File: src/rtl/prba_pkg.sv
// Shared widths, codes and types of the partitioned region bump allocator.
`timescale 1ns / 1ps

package prba_pkg;

  localparam int CNT_W     = 21;  // slot counts, sizes, cursors
  localparam int SLOT_W    = 20;  // returned slot index
  localparam int CMD_W     = 1;
  localparam int FRAME_W   = 3;
  localparam int WORKER_W  = 4;
  localparam int WC_W      = 4;   // worker_count register
  localparam int STATUS_W  = 2;
  localparam int CFG_IDX_W = 2;
  localparam int DVR_W     = 4;   // divisor width of the sizing divider

  localparam logic [CNT_W-1:0] HEAP_LIMIT = 21'h100000;

  localparam logic [CMD_W-1:0] CMD_ALLOC       = 1'b0;
  localparam logic [CMD_W-1:0] CMD_RESET_FRAME = 1'b1;

  typedef enum logic [CFG_IDX_W-1:0] {
    REG_HEAP_SIZE    = 2'd0,
    REG_WORKER_COUNT = 2'd1,
    REG_RESERVED     = 2'd2
  } cfg_reg_e;

  typedef enum logic [STATUS_W-1:0] {
    STATUS_OK        = 2'd0,
    STATUS_REJECT    = 2'd1,
    STATUS_EXHAUSTED = 2'd2
  } status_e;

  // Derived configuration seen by the request path.
  typedef struct packed {
    logic             busy;
    logic             flush;
    logic             config_ok;
    logic [WC_W-1:0]  worker_count;
    logic [CNT_W-1:0] region_size;
  } cfg_t;

  // Cursor store update from the request stage.
  typedef struct packed {
    logic                wr_en;
    logic                clr_en;
    logic [FRAME_W-1:0]  frame;
    logic [WORKER_W-1:0] worker;
    logic [CNT_W-1:0]    data;
  } cur_upd_t;

endpackage

File: src/rtl/prba_req_if.sv
// Request channel: valid/ready handshake with the allocate or reset-frame item.
`timescale 1ns / 1ps

interface prba_req_if;
  import prba_pkg::*;

  logic                valid;
  logic                ready;
  logic [CMD_W-1:0]    cmd;
  logic [FRAME_W-1:0]  frame_slot;
  logic [WORKER_W-1:0] worker;
  logic [CNT_W-1:0]    count;

  modport source (output valid, cmd, frame_slot, worker, count, input ready);
  modport sink   (input valid, cmd, frame_slot, worker, count, output ready);
endinterface

File: src/rtl/prba_rsp_if.sv
// Response channel: valid/ready handshake with status and first slot.
`timescale 1ns / 1ps

interface prba_rsp_if;
  import prba_pkg::*;

  logic                valid;
  logic                ready;
  logic [STATUS_W-1:0] status;
  logic [SLOT_W-1:0]   first_slot;

  modport source (output valid, status, first_slot, input ready);
  modport sink   (input valid, status, first_slot, output ready);
endinterface

File: src/rtl/partitioned_region_bump_allocator_unit.sv
// Top level of the partitioned region bump allocator.
`timescale 1ns / 1ps

// Slot allocator over a heap cut into FRAME_SLOTS sections, each holding a
// reserved head and one region per worker with its own bump cursor.
// Channels: req_i carries items (cmd, frame_slot, worker, count); rsp_o
// returns one item per request (status, first_slot). Both use valid/ready;
// an item moves on a clock edge where both are high.
// Configuration: cfg_we_i/cfg_idx_i/cfg_wdata_i write heap_size,
// worker_count and reserved_per_section. Every write to one of these three
// clears all cursors and re-derives the section size (reciprocal multiply)
// and the region size (one-bit-per-cycle divider) plus a table fill;
// req_i.ready stays low from a valid configuration write until the table
// fill is done (it rises earlier when the write is rejected early).
// Throughput: one item per cycle while rsp_o.ready is high and no sizing runs;
// items pass the input stage (registered cursor read), then the result register.
// Back-to-back requests to the same region see the updated cursor through
// forwarding around the cursor memory.
// Stall: the result register holds while rsp_o.ready is low; one more item
// waits in the input stage, then req_i.ready drops.
// Reset: all cursors read as zero, the block is unconfigured and answers
// every request with status rejected until a valid configuration is written.

module partitioned_region_bump_allocator_unit #(
  parameter int FRAME_SLOTS = 4,
  parameter int MAX_WORKERS = 8
) (
  input  logic                           clk_i,
  input  logic                           rst_ni,
  input  logic                           cfg_we_i,
  input  logic [prba_pkg::CFG_IDX_W-1:0] cfg_idx_i,
  input  logic [prba_pkg::CNT_W-1:0]     cfg_wdata_i,
  prba_req_if.sink                       req_i,
  prba_rsp_if.source                     rsp_o
);
  import prba_pkg::*;

  localparam logic [FRAME_W:0] FRAME_LIMIT = (FRAME_W + 1)'(FRAME_SLOTS);

  cfg_t                cfg;
  cur_upd_t            upd;
  logic [CNT_W-1:0]    frame_base, worker_off, cur;

  // input stage
  logic                s1_valid_q;
  logic [CMD_W-1:0]    s1_cmd_q;
  logic [FRAME_W-1:0]  s1_frame_q;
  logic [WORKER_W-1:0] s1_worker_q;
  logic [CNT_W-1:0]    s1_count_q;

  // result register
  logic                out_valid_q;
  status_e             out_status_q;
  logic [SLOT_W-1:0]   out_first_q;

  logic                in_fire, s1_fire;
  logic                bad, worker_bad, exhausted;
  logic [CNT_W-1:0]    avail;
  logic [CNT_W:0]      base_sum;
  status_e             status_d;
  logic [SLOT_W-1:0]   first_d;
  logic                wr_d, clr_d;

  assign s1_fire     = s1_valid_q && (!out_valid_q || rsp_o.ready);
  assign req_i.ready = !cfg.busy && (!s1_valid_q || s1_fire);
  assign in_fire     = req_i.valid && req_i.ready;

  prba_cfg #(
    .FRAME_SLOTS (FRAME_SLOTS),
    .MAX_WORKERS (MAX_WORKERS)
  ) u_cfg (
    .clk_i        (clk_i),
    .rst_ni       (rst_ni),
    .cfg_we_i     (cfg_we_i),
    .cfg_idx_i    (cfg_idx_i),
    .cfg_wdata_i  (cfg_wdata_i),
    .frame_sel_i  (s1_frame_q),
    .worker_sel_i (s1_worker_q),
    .cfg_o        (cfg),
    .frame_base_o (frame_base),
    .worker_off_o (worker_off)
  );

  prba_cursor_mem #(
    .FRAME_SLOTS (FRAME_SLOTS),
    .MAX_WORKERS (MAX_WORKERS)
  ) u_cursor (
    .clk_i       (clk_i),
    .rst_ni      (rst_ni),
    .flush_i     (cfg.flush),
    .rd_en_i     (in_fire),
    .rd_frame_i  (req_i.frame_slot),
    .rd_worker_i (req_i.worker),
    .upd_i       (upd),
    .cur_o       (cur)
  );

  // Request decode, bounds check and bump arithmetic on the staged item.
  assign bad        = !cfg.config_ok || ({1'b0, s1_frame_q} >= FRAME_LIMIT);
  assign worker_bad = (s1_worker_q >= cfg.worker_count) || (s1_count_q == '0);
  assign avail      = cfg.region_size - cur;
  assign exhausted  = (cur > cfg.region_size) || (s1_count_q > avail);
  assign base_sum   = (CNT_W + 1)'(frame_base) + (CNT_W + 1)'(worker_off) +
                      (CNT_W + 1)'(cur);

  always_comb begin
    status_d = STATUS_REJECT;
    first_d  = '0;
    wr_d     = 1'b0;
    clr_d    = 1'b0;
    if (!bad) begin
      case (s1_cmd_q)
        CMD_RESET_FRAME: begin
          status_d = STATUS_OK;
          clr_d    = 1'b1;
        end
        CMD_ALLOC: begin
          if (!worker_bad) begin
            if (exhausted) begin
              status_d = STATUS_EXHAUSTED;
            end else begin
              status_d = STATUS_OK;
              first_d  = base_sum[SLOT_W-1:0];
              wr_d     = 1'b1;
            end
          end
        end
        default: ;
      endcase
    end
  end

  assign upd.wr_en  = s1_fire && wr_d;
  assign upd.clr_en = s1_fire && clr_d;
  assign upd.frame  = s1_frame_q;
  assign upd.worker = s1_worker_q;
  assign upd.data   = cur + s1_count_q;

  always_ff @(posedge clk_i or negedge rst_ni) begin
    if (!rst_ni) begin
      s1_valid_q  <= 1'b0;
      out_valid_q <= 1'b0;
    end else begin
      if (in_fire) begin
        s1_valid_q <= 1'b1;
      end else if (s1_fire) begin
        s1_valid_q <= 1'b0;
      end
      if (s1_fire) begin
        out_valid_q <= 1'b1;
      end else if (rsp_o.ready) begin
        out_valid_q <= 1'b0;
      end
    end
  end

  always_ff @(posedge clk_i) begin
    if (in_fire) begin
      s1_cmd_q    <= req_i.cmd;
      s1_frame_q  <= req_i.frame_slot;
      s1_worker_q <= req_i.worker;
      s1_count_q  <= req_i.count;
    end
    if (s1_fire) begin
      out_status_q <= status_d;
      out_first_q  <= first_d;
    end
  end

  assign rsp_o.valid      = out_valid_q;
  assign rsp_o.status     = out_status_q;
  assign rsp_o.first_slot = out_first_q;

endmodule

File: src/rtl/prba_cfg.sv
// Configuration registers, serial sizing divider and per-frame/per-worker base tables.
`timescale 1ns / 1ps

module prba_cfg #(
  parameter int FRAME_SLOTS = 4,
  parameter int MAX_WORKERS = 8
) (
  input  logic                               clk_i,
  input  logic                               rst_ni,
  input  logic                               cfg_we_i,
  input  logic [prba_pkg::CFG_IDX_W-1:0]     cfg_idx_i,
  input  logic [prba_pkg::CNT_W-1:0]         cfg_wdata_i,
  input  logic [prba_pkg::FRAME_W-1:0]       frame_sel_i,
  input  logic [prba_pkg::WORKER_W-1:0]      worker_sel_i,
  output prba_pkg::cfg_t                     cfg_o,
  output logic [prba_pkg::CNT_W-1:0]         frame_base_o,
  output logic [prba_pkg::CNT_W-1:0]         worker_off_o
);
  import prba_pkg::*;

  localparam int FW     = (FRAME_SLOTS > 1) ? $clog2(FRAME_SLOTS) : 1;
  localparam int WW     = (MAX_WORKERS > 1) ? $clog2(MAX_WORKERS) : 1;
  localparam int TBL    = (FRAME_SLOTS > MAX_WORKERS) ? FRAME_SLOTS : MAX_WORKERS;
  localparam int KW     = $clog2(TBL + 1);
  localparam int STEP_W = $clog2(CNT_W);

  // section size by reciprocal multiply; shift of CNT_W + 3 is exact for
  // any 21-bit heap and a frame count up to 8
  localparam int DIV_SH = CNT_W + 3;
  localparam int PROD_W = DIV_SH + CNT_W;
  localparam longint unsigned SEC_RCP_V =
    ((64'd1 << DIV_SH) + 64'(FRAME_SLOTS) - 64'd1) / 64'(FRAME_SLOTS);

  localparam logic [STEP_W-1:0] LAST_STEP = STEP_W'(CNT_W - 1);
  localparam logic [PROD_W-1:0] SEC_RCP   = PROD_W'(SEC_RCP_V);
  localparam logic [WC_W:0]     WC_MAX    = (WC_W + 1)'(MAX_WORKERS);
  localparam logic [KW-1:0]     FILL_LAST = KW'(TBL - 1);
  localparam logic [KW-1:0]     FILL_FS   = KW'(FRAME_SLOTS);
  localparam logic [KW-1:0]     FILL_MW   = KW'(MAX_WORKERS);

  typedef enum logic [1:0] {
    ST_IDLE,
    ST_CHECK,
    ST_DIV_REG,
    ST_FILL
  } state_e;

  state_e              state_q;
  logic [CNT_W-1:0]    heap_q, res_q, sec_q, region_q;
  logic [WC_W-1:0]     wc_q;
  logic                ok_q;
  logic [STEP_W-1:0]   step_q;
  logic [DVR_W-1:0]    rem_q, dvr_q;
  logic [CNT_W-1:0]    quo_q, dvd_q;
  logic [CNT_W-1:0]    facc_q, wacc_q;
  logic [KW-1:0]       fill_q;

  logic [CNT_W-1:0]    frame_base_q [FRAME_SLOTS];
  logic [CNT_W-1:0]    worker_off_q [MAX_WORKERS];

  logic [DVR_W:0]      rem_sh;
  logic                ge;
  logic [DVR_W-1:0]    rem_nx;
  logic [CNT_W-1:0]    quo_nx;
  logic [PROD_W-1:0]   sec_prod;
  logic [CNT_W-1:0]    sec_nx;
  logic                heap_ok, wc_ok, sec_ok, flush;

  // one quotient bit per cycle, restoring
  always_comb begin
    rem_sh = {rem_q, dvd_q[CNT_W-1]};
    ge     = rem_sh >= {1'b0, dvr_q};
    rem_nx = ge ? DVR_W'(rem_sh - {1'b0, dvr_q}) : rem_sh[DVR_W-1:0];
    quo_nx = {quo_q[CNT_W-2:0], ge};
  end

  assign sec_prod = PROD_W'(heap_q) * SEC_RCP;
  assign sec_nx   = sec_prod[PROD_W-1:DIV_SH];

  assign heap_ok = (heap_q != '0) && (heap_q <= HEAP_LIMIT);
  assign wc_ok   = (wc_q != '0) && ({1'b0, wc_q} <= WC_MAX);
  assign sec_ok  = (sec_nx != '0) && (res_q < sec_nx);
  assign flush   = cfg_we_i && ((cfg_idx_i == REG_HEAP_SIZE) ||
                                (cfg_idx_i == REG_WORKER_COUNT) ||
                                (cfg_idx_i == REG_RESERVED));

  always_ff @(posedge clk_i or negedge rst_ni) begin
    if (!rst_ni) begin
      state_q  <= ST_IDLE;
      heap_q   <= '0;
      wc_q     <= WC_W'(1);
      res_q    <= '0;
      sec_q    <= '0;
      region_q <= '0;
      ok_q     <= 1'b0;
      step_q   <= '0;
      rem_q    <= '0;
      dvr_q    <= '0;
      quo_q    <= '0;
      dvd_q    <= '0;
      facc_q   <= '0;
      wacc_q   <= '0;
      fill_q   <= '0;
    end else if (cfg_we_i) begin
      case (cfg_idx_i)
        REG_HEAP_SIZE:    heap_q <= cfg_wdata_i;
        REG_WORKER_COUNT: wc_q   <= cfg_wdata_i[WC_W-1:0];
        REG_RESERVED:     res_q  <= cfg_wdata_i;
        default: ;
      endcase
      if (flush) begin
        ok_q    <= 1'b0;
        state_q <= ST_CHECK;
      end
    end else begin
      case (state_q)
        ST_CHECK: begin
          region_q <= '0;
          if (heap_ok && wc_ok && sec_ok) begin
            sec_q   <= sec_nx;
            dvd_q   <= sec_nx - res_q;
            dvr_q   <= wc_q;
            rem_q   <= '0;
            quo_q   <= '0;
            step_q  <= '0;
            state_q <= ST_DIV_REG;
          end else begin
            sec_q   <= '0;
            state_q <= ST_IDLE;
          end
        end
        ST_DIV_REG: begin
          rem_q  <= rem_nx;
          quo_q  <= quo_nx;
          dvd_q  <= dvd_q << 1;
          step_q <= step_q + STEP_W'(1);
          if (step_q == LAST_STEP) begin
            if (quo_nx != '0) begin
              region_q <= quo_nx;
              facc_q   <= res_q;
              wacc_q   <= '0;
              fill_q   <= '0;
              state_q  <= ST_FILL;
            end else begin
              state_q <= ST_IDLE;
            end
          end
        end
        ST_FILL: begin
          facc_q <= facc_q + sec_q;
          wacc_q <= wacc_q + region_q;
          fill_q <= fill_q + KW'(1);
          if (fill_q == FILL_LAST) begin
            ok_q    <= 1'b1;
            state_q <= ST_IDLE;
          end
        end
        default: state_q <= ST_IDLE;
      endcase
    end
  end

  // frame base = frame * section + reserved; worker offset = worker * region
  always_ff @(posedge clk_i) begin
    if (state_q == ST_FILL) begin
      if (fill_q < FILL_FS) frame_base_q[fill_q[FW-1:0]] <= facc_q;
      if (fill_q < FILL_MW) worker_off_q[fill_q[WW-1:0]] <= wacc_q;
    end
  end

  assign frame_base_o = frame_base_q[frame_sel_i[FW-1:0]];
  assign worker_off_o = worker_off_q[worker_sel_i[WW-1:0]];

  assign cfg_o.busy         = (state_q != ST_IDLE);
  assign cfg_o.flush        = flush;
  assign cfg_o.config_ok    = ok_q;
  assign cfg_o.worker_count = wc_q;
  assign cfg_o.region_size  = region_q;

endmodule

File: src/rtl/prba_cursor_mem.sv
// Bump cursor memory with per-entry valid bits and write/clear forwarding.
`timescale 1ns / 1ps

module prba_cursor_mem #(
  parameter int FRAME_SLOTS = 4,
  parameter int MAX_WORKERS = 8
) (
  input  logic                          clk_i,
  input  logic                          rst_ni,
  input  logic                          flush_i,
  input  logic                          rd_en_i,
  input  logic [prba_pkg::FRAME_W-1:0]  rd_frame_i,
  input  logic [prba_pkg::WORKER_W-1:0] rd_worker_i,
  input  prba_pkg::cur_upd_t            upd_i,
  output logic [prba_pkg::CNT_W-1:0]    cur_o
);
  import prba_pkg::*;

  localparam int DEPTH = FRAME_SLOTS * MAX_WORKERS;
  localparam int AW    = (DEPTH > 1) ? $clog2(DEPTH) : 1;

  function automatic logic [AW-1:0] entry_idx(input logic [FRAME_W-1:0]  f,
                                              input logic [WORKER_W-1:0] w);
    logic [31:0] flat;
    flat = 32'(f) * 32'(MAX_WORKERS) + 32'(w);
    return flat[AW-1:0];
  endfunction

  logic [CNT_W-1:0] mem_q [DEPTH];
  logic [DEPTH-1:0] valid_q;
  logic [CNT_W-1:0] rd_data_q, fwd_q;
  logic             rd_valid_q, wr_hit_q, clr_hit_q;
  logic [AW-1:0]    rd_idx, wr_idx;
  logic             wr_hit, clr_hit;

  assign rd_idx  = entry_idx(rd_frame_i, rd_worker_i);
  assign wr_idx  = entry_idx(upd_i.frame, upd_i.worker);
  // same-edge update of the entry being read: memory returns the old value
  assign wr_hit  = upd_i.wr_en && (upd_i.frame == rd_frame_i) &&
                   (upd_i.worker == rd_worker_i);
  assign clr_hit = upd_i.clr_en && (upd_i.frame == rd_frame_i);

  always_ff @(posedge clk_i) begin
    if (upd_i.wr_en) mem_q[wr_idx] <= upd_i.data;
    if (rd_en_i) begin
      rd_data_q <= mem_q[rd_idx];
      fwd_q     <= upd_i.data;
    end
  end

  always_ff @(posedge clk_i or negedge rst_ni) begin
    if (!rst_ni) begin
      valid_q    <= '0;
      rd_valid_q <= 1'b0;
      wr_hit_q   <= 1'b0;
      clr_hit_q  <= 1'b0;
    end else begin
      if (flush_i) begin
        valid_q <= '0;
      end else begin
        if (upd_i.clr_en) begin
          for (int w = 0; w < MAX_WORKERS; w++) begin
            valid_q[entry_idx(upd_i.frame, WORKER_W'(w))] <= 1'b0;
          end
        end
        if (upd_i.wr_en) valid_q[wr_idx] <= 1'b1;
      end
      if (rd_en_i) begin
        rd_valid_q <= valid_q[rd_idx];
        wr_hit_q   <= wr_hit;
        clr_hit_q  <= clr_hit;
      end
    end
  end

  assign cur_o = clr_hit_q  ? '0 :
                 wr_hit_q   ? fwd_q :
                 rd_valid_q ? rd_data_q : '0;

endmodule

File: src/flat_wrapper.sv
// flat-port wrapper written by rule: the top's interface ports become plain ports
module partitioned_region_bump_allocator_unit_flat import prba_pkg::*;
#(
  parameter int FRAME_SLOTS = 4,
  parameter int MAX_WORKERS = 8
)
  (clk_i, rst_ni, cfg_we_i, cfg_idx_i, cfg_wdata_i, req_i_valid, req_i_cmd, req_i_frame_slot, req_i_worker, req_i_count, req_i_ready, rsp_o_valid, rsp_o_status, rsp_o_first_slot, rsp_o_ready);
  prba_req_if req_i_i ();
  prba_rsp_if rsp_o_i ();
  input  logic clk_i;
  input  logic rst_ni;
  input  logic cfg_we_i;
  input  logic [prba_pkg::CFG_IDX_W-1:0] cfg_idx_i;
  input  logic [prba_pkg::CNT_W-1:0] cfg_wdata_i;
  input wire logic [$bits(req_i_i.valid)-1:0] req_i_valid;
  input wire logic [$bits(req_i_i.cmd)-1:0] req_i_cmd;
  input wire logic [$bits(req_i_i.frame_slot)-1:0] req_i_frame_slot;
  input wire logic [$bits(req_i_i.worker)-1:0] req_i_worker;
  input wire logic [$bits(req_i_i.count)-1:0] req_i_count;
  output wire logic [$bits(req_i_i.ready)-1:0] req_i_ready;
  output wire logic [$bits(rsp_o_i.valid)-1:0] rsp_o_valid;
  output wire logic [$bits(rsp_o_i.status)-1:0] rsp_o_status;
  output wire logic [$bits(rsp_o_i.first_slot)-1:0] rsp_o_first_slot;
  input wire logic [$bits(rsp_o_i.ready)-1:0] rsp_o_ready;
  assign req_i_i.valid = req_i_valid;
  assign req_i_i.cmd = req_i_cmd;
  assign req_i_i.frame_slot = req_i_frame_slot;
  assign req_i_i.worker = req_i_worker;
  assign req_i_i.count = req_i_count;
  assign req_i_ready = req_i_i.ready;
  assign rsp_o_valid = rsp_o_i.valid;
  assign rsp_o_status = rsp_o_i.status;
  assign rsp_o_first_slot = rsp_o_i.first_slot;
  assign rsp_o_i.ready = rsp_o_ready;
  partitioned_region_bump_allocator_unit #(.FRAME_SLOTS(FRAME_SLOTS), .MAX_WORKERS(MAX_WORKERS)) u_core (.clk_i(clk_i), .rst_ni(rst_ni), .cfg_we_i(cfg_we_i), .cfg_idx_i(cfg_idx_i), .cfg_wdata_i(cfg_wdata_i), .req_i(req_i_i), .rsp_o(rsp_o_i));
endmodule
File: config.mk
export PLATFORM = sky130hd
export DESIGN_NAME = partitioned_region_bump_allocator_unit_flat
export DESIGN_NICKNAME = d
export VERILOG_FILES = /design/src/rtl/prba_pkg.sv /design/src/rtl/prba_req_if.sv /design/src/rtl/prba_rsp_if.sv /design/src/rtl/partitioned_region_bump_allocator_unit.sv /design/src/rtl/prba_cfg.sv /design/src/rtl/prba_cursor_mem.sv /design/src/flat_wrapper.sv
export SDC_FILE = /design/constraint.sdc
export NUM_CORES = 2
export LEC_CHECK = 0
export ABC_AREA = 1
export BUFFER_PORTS_ARGS = -buffer_cell sky130_fd_sc_hd__buf_2
export CELL_PAD_IN_SITES_DETAIL_PLACEMENT = 1
export CELL_PAD_IN_SITES_GLOBAL_PLACEMENT = 1
export CORE_MARGIN = 1.5
export CORE_UTILIZATION = 46
export DETAILED_ROUTE_END_ITERATION = 7
export GPL_ROUTABILITY_DRIVEN = 0
export PLACE_DENSITY = 0.8
export SLEW_MARGIN = 30
export SYNTH_ARGS = -nofsm -noshare
export SYNTH_HDL_FRONTEND = slang
export SYNTH_SLANG_ARGS = --single-unit
File: constraint.sdc
create_clock -name clk_i -period 5.5 [get_ports clk_i]
set_input_delay 1.375 -clock clk_i [delete_from_list [all_inputs] [get_ports clk_i]]
set_output_delay 1.375 -clock clk_i [all_outputs]
set_load 0.02 [all_outputs]
=== Yosys cells after proc, flatten, opt, wreduce, memory -nomap -nowiden ===
Memories as Yosys holds them, arrays and structs flattened. A register that Yosys moved wholly into a read port is not among the register bits.
Cells that the tools add are included.
W data, S select, Z words.

* Memories: 3
* Word-level logic and storage cells: 254
* ROM bits: 0
* RAM bits: 924
* Output and inout bits: 24
* Bits in latches: 0
* Bits in registers: 300

{| class="wikitable"
|+ Memory list
! memory !! words !! width !! read ports !! clocked after Yosys merged registers in !! wr ports !! line !! text
|-
| u_core.u_cursor.mem_q || 32 || 21 || 1 || 1 || 1 || prba_cursor_mem.sv:29 || <nowiki>logic [CNT_W-1:0] mem_q [DEPTH];</nowiki>
|-
| u_core.u_cfg.worker_off_q || 8 || 21 || 1 || 1 || 1 || prba_cfg.sv:59 || <nowiki>logic [CNT_W-1:0] worker_off_q [MAX_WORKERS];</nowiki>
|-
| u_core.u_cfg.frame_base_q || 4 || 21 || 1 || 1 || 1 || prba_cfg.sv:58 || <nowiki>logic [CNT_W-1:0] frame_base_q [FRAME_SLOTS];</nowiki>
|}

* Equality and inequality tests: 15
* Order comparisons: 29
* Div/mod/pow operators: 0
* Shift-type cells: 0
* Add/subtract/negate cells: 19
* Reduce and logical (&&, ||, !) cells: 58
* Muxes and demuxes: 83
* Multipliers: 0
* Bitwise logic cells: 19

{| class="wikitable"
|+ Operator list
! kind !! count
|-
| $and A32 B32 Y32 || 8
|-
| $not A32 Y32 || 7
|-
| $mux W21 || 10
|-
| $pmux W21 S2 || 4
|-
| $mux W32 || 4
|-
| $add A21 B21 Y21 || 3
|-
| $reduce_bool A21 Y1 || 3
|-
| $lt A5 B6 Y1 const B || 10
|-
| $ge A5 B1 Y1 const B || 9
|-
| $gt A21 B21 Y1 || 2
|-
| $add A20 B20 Y20 || 2
|-
| $demux W1 S5 || 8
|-
| $pmux W20 S2 || 1
|-
| $mux W1 || 32
|-
| $not A25 Y32 || 1
|-
| $or A32 B32 Y32 || 1
|-
| $logic_and A1 B1 Y1 || 23
|-
| $le A21 B21 Y1 const B || 1
|-
| $logic_not A21 Y1 || 1
|-
| $lt A21 B19 Y1 || 1
|-
| $sub A19 B21 Y21 || 1
|-
| $sub A21 B21 Y21 || 1
|-
| $add A5 B3 Y5 const B || 4
|-
| $mux W20 || 1
|-
| other kinds (41) || 85
|}

=== Logic depth before layout (Yosys ltp) ===
* Word-level depth: 18
* Mapped depth: 30
* Mapped depth without buffers: 27

=== Modules after synthesis ===
From an unflattened synthesis, not the netlist that was laid out.

* Cells, all modules: 5949
* Area, all modules: 59047.9 µm²

{| class="wikitable"
|+ By module, submodules not included
! module !! cells each !! seq. area each (µm²) !! instances !! area each (µm²)
|-
| prba_cursor_mem || 2585 || 22316.4 || 1 || 30419.2
|-
| prba_cfg || 2475 || 12298.0 || 1 || 22047.4
|-
| partitioned_region_bump_allocator_unit || 889 || 1581.5 || 1 || 6581.3
|}

=== Worst setup path before layout ===
No wires, ideal clock.

* Path type: reg2reg
* Start point: reg u_core.u_cursor.wr_hit_q
* End point: mem u_core.u_cursor.mem_q[21][0], enable pin
* Path buffers: 3
* Period minus slack after synthesis: 6.040 ns
* Slack: -0.540 ns
* Data arrival time: 5.615 ns
* Cell stages (with the launch flop): 26
* Setup time: 0.425 ns
* Cells stage by stage: dfrtp_1 nor2_1 clkbuf_1 buf_1 nand2_1 a21oi_1 inv_1 ha_1 nand2_1 nor2_1 nand2_1 nand3_1 a21oi_1 o21ai_0 a21oi_1 xor2_1 ha_1 nand2_1 nor2_1 nand2_1 nor2_1 nand4_1 nand2_1 nand4_2 clkbuf_1 nor3_1

* Word-level cells in the longest chain between the ends: 12
* Elaborated cells between the ends (all ways): 13

{| class="wikitable"
|+ RTL lines
! element !! line !! text
|-
| start, declared || prba_cursor_mem.sv:32 || <nowiki>logic rd_valid_q, wr_hit_q, clr_hit_q;</nowiki>
|-
| start signal, assigned || prba_cursor_mem.sv:70 || <nowiki>wr_hit_q <= wr_hit;</nowiki>
|-
| $mux W21 * || prba_cursor_mem.sv:77 || <nowiki>wr_hit_q ? fwd_q :</nowiki>
|-
| $mux W21 * || prba_cursor_mem.sv:76 || <nowiki>assign cur_o = clr_hit_q ? '0 :</nowiki>
|-
| $sub A21 B21 Y21 || partitioned_region_bump_allocator_unit.sv:101 || <nowiki>assign avail = cfg.region_size - cur;</nowiki>
|-
| $gt A21 B21 Y1 || partitioned_region_bump_allocator_unit.sv:102 || <nowiki>assign exhausted = (cur > cfg.region_size) || (s1_count_q > avail);</nowiki>
|-
| $logic_or A1 B1 Y1 * || partitioned_region_bump_allocator_unit.sv:102 ||
|-
| $mux W1 * || partitioned_region_bump_allocator_unit.sv:119 || <nowiki>if (exhausted) begin</nowiki>
|-
| $mux W1 * || partitioned_region_bump_allocator_unit.sv:118 || <nowiki>if (!worker_bad) begin</nowiki>
|-
| $mux W1 * || partitioned_region_bump_allocator_unit.sv:112 || <nowiki>case (s1_cmd_q)</nowiki>
|-
| $mux W1 * || partitioned_region_bump_allocator_unit.sv:111 || <nowiki>if (!bad) begin</nowiki>
|-
| $logic_and A1 B1 Y1 * || partitioned_region_bump_allocator_unit.sv:133 || <nowiki>assign upd.wr_en = s1_fire && wr_d;</nowiki>
|-
| $mux W1 * || prba_cursor_mem.sv:44 || <nowiki>if (upd_i.wr_en) mem_q[wr_idx] <= upd_i.data;</nowiki>
|-
| $mux W1 (implied by the code) * || prba_cursor_mem.sv:44 ||
|-
| end, declared || prba_cursor_mem.sv:29 ||
|}

Mark *: on every way between the ends. The rest lies on a longest branch, timed or not.

=== Final worst setup path ===
* Start point: reg u_core.u_cursor.wr_hit_q
* End point: mem u_core.u_cursor.mem_q[2][20], enable pin

Same word-level chain as after synthesis.

==> impl_metrics.toml <==
[synthesis]
avgSynthCellArea_sq_um = 10.5
ys.flop_type = "edfxtp_1"
ys_warn_count = 0
yosys-top-cells-count = "edfxtp_1, nand2_1, nor2_1"
synth_top_area_cell = "edfxtp_1"
syn-cell-area_sq_um = 57000
synthTopCellsByArea = "edfxtp_1, dfrtp_1, nand2_1"
synth.most_common_cell = "edfxtp_1"
syn-num-nets = 5696
synth_top_area_frac = 0.529
synth_edf_count = 1005
synth.distinct_cells = 55
syn_inst = 5456
ys_ff_latch = 1234
ys_seq_area_frac = 0.629
async_flop_share = 0.182

[route]
drt_iter0_drc = 5055
vias = 44500
wl_um = 193000
drtPass1Iterations = 6
ant_nets = 0
avgViaCountPerCell = 6.08
wire_per_inst_um = 26.4
drc = 0

[job]
max_cap_violations = 0

[hold_path]
hp-class = "input pin to asynchronous set/reset pin"

[die]
fp.dieArea_sq_um = 126000
top_level_ports = 81
start_util = 0.462
core_sq_um = 123000
die_w_um = 355
die_y_um = 355
rows = 129

[cts]
cts_buffers = 133
postCtsHoldBufs = 0
ctsHtreeMaxLevel = 4
clkSinkCount = 1234
clock_latency_ns = 0.79
cts_tree = "yes"
path_clk_slew_ns = 0.06
cts_root_buffer = "clkbuf_16"
cts_setup_buffers = 0
clock_path_buffers = 3

[sta]
fmax_ghz = 0.191
final_max_slew_viol_count = 0
hold_viol = 0
fin_setup_tns_ns = 0
finalCriticalPeriod_ns = 5.23
setup_ws_ns = 0.270
min_period_over_period = 0.951
clock_skew_ns = 0.0306
max-slew-margin-rel = 0.263
rsz0062_at_grt = "false"
setup_violations = 0
worst_slew_pin_slew_ns = 1.11

[worst_setup_path]
worst-path-buf-inv = 4
reg2reg_slack_ns = 0.27
r2r-start = "u_core.u_cursor.wr_hit_q$_DFFE_PN0P_"
worst_ep_required_time_ns = 5.94
crit_family = "simple AND/OR/NAND/NOR gates"
cp_slowest_cell = "o21ai_0"
reg2reg_depth = 25
worstSetupPathType = "register to register"
cp-end-kind = "register"
critPathMaxStageDelay_ns = 0.42
cp_data_arrival_time_ns = 5.67
critical_path.most_common_cell = "nand2_1"
r2r-end = "u_core.u_cursor.mem_q[2][20]$_DFFE_PP_"
cp-start-kind = "register"
worstPathMaxFanout = 64

[global_routing]
groute.usage.overall = 0.305
grt_pass1_wl_um = 289000
gr-total-overflow = 0
antenna_found_initial = 11
grt_pass1_vias = 46300
grt_max_degree = 132

[power_and_ir_drop]
total_power_w = 0.0266
vdd_ir_drop_max_v = 0.000290
p_per_area_nw_per_um2 = 412
p_leak_nw = 24.9

[outcome]
status = "completed"

[layout]
fillers = 13300
syn_to_final_growth_pct = 13.3
drive_above_1_share = 0.0939
fin_area_sq_um = 64600
fin_nets = 5811

[placement]
hpwl_um = 127000
pre_cts_slack_ns = 0.370
port_buffers = 80
placed_area_sq_um = 60200
placed cells by master (no fill, tap or decap), types with 13 or more instances in the layout:
master     instances
inv_1            312
xor2_2            13
edfxtp_1        1005
nand3_1          233
o221ai_1         137
o22ai_1           78
o21ai_0          697
nor2_1           819
a21o_1            20
clkbuf_16        135
dfrtp_1          223
ha_1             155
o21a_1            30
xor2_1            29
a31oi_1           51
nor3_1            24
clkbuf_1          29
clkinv_1          27
buf_2             76
buf_4            155
or2_2             15
fa_1              26
nand4_1           34
a21oi_1          193
clkinv_2          19
xnor2_1           23
nor3_2            30
nand2_1          933
flip-flops by register name, indices dropped and copies added, names as in the netlist, 32 cells and up, named ones only:
| register | flops |
|---|---|
| u_core.u_cursor.mem_q | 672 |
| u_core.u_cfg.worker_off_q | 160 |
| u_core.u_cfg.frame_base_q | 80 |
| u_core.u_cursor.valid_q | 32 |
what timing repair did:
| item | 4_1_cts | 5_1_grt |
|---|---|---|
| endpoints found under the setup margin | 0 | 33 |
| hold endpoints to repair | 0 | 0 |
| gates resized for setup | 0 | 3 |
through the flow:
step                       util  hold slack (ns)  std cells
after CTS                 0.523            0.485       7313
final                     0.524            0.468       7315
after floorplan               -            0.446       5456
after detailed placement  0.488            0.470       7072
after global routing      0.524            0.476       7314
after global placement    0.488            0.460       7072
per-layer routing:
layer,up-vias,part of all wire,global-route usage
met1,22300,0.39,0.403
li1,19500,-,-
met4,10,0.043,0.132
met5,-,0.00035,0
met2,2242,0.47,0.488
met3,473,0.095,0.0619
worst max path at each step:
stage | startpoint | to | slack [ns] | cells past startpoint
2_1_floorplan | u_core.u_cursor.wr_hit_q$_DFFE_PN0P_ | u_core.u_cursor.mem_q[0][0]$_DFFE_PP_ | -0.54 | 25
3_3_place_gp | u_core.u_cursor.wr_hit_q$_DFFE_PN0P_ | u_core.u_cursor.mem_q[7][4]$_DFFE_PP_ | 0.56 | 24
3_5_place_dp | u_core.u_cursor.wr_hit_q$_DFFE_PN0P_ | u_core.u_cursor.mem_q[7][0]$_DFFE_PP_ | 0.37 | 26
4_1_cts | u_core.u_cursor.wr_hit_q$_DFFE_PN0P_ | u_core.u_cursor.mem_q[7][4]$_DFFE_PP_ | 0.30 | 25
5_1_grt | u_core.u_cursor.wr_hit_q$_DFFE_PN0P_ | u_core.u_cursor.mem_q[7][20]$_DFFE_PP_ | 0.003 | 26
6_report | u_core.u_cursor.wr_hit_q$_DFFE_PN0P_ | u_core.u_cursor.mem_q[2][20]$_DFFE_PP_ | 0.27 | 25
power by group:
group,internal [W],switching (W)
Combinational,0.00159,0.00435
Clock,0.00522,0.00392
Sequential,0.0112,0.000310
Total,0.0180,0.00858
kinds of logic after synthesis:
group                      after synthesis  synth area share
AOI/OAI and AO/OA                     1251             0.125
buffers and inverters                  587            0.0401
DFF                                   1234             0.629
adders and majority gates              183            0.0436
and+or+nand+nor                       2127             0.150
muxes                                    2          0.000351
xor gates and xnor gates                72            0.0111
layout make-up:
type | count | area [sq um] | area share
inverter | 324 | 1230 | 0.0190
multi-input combinational | 3635 | 19300 | 0.298
antenna | 1 | 2.50 | 0.0000387
clock buffer | 171 | 3580 | 0.0555
sequential | 1234 | 35900 | 0.556
tap | 1637 | 2050 | 0.0317
timing repair buffer | 243 | 1780 | 0.0276
clock inverter | 70 | 795 | 0.0123
No activity file was read; power rests on OpenSTA's default activity.
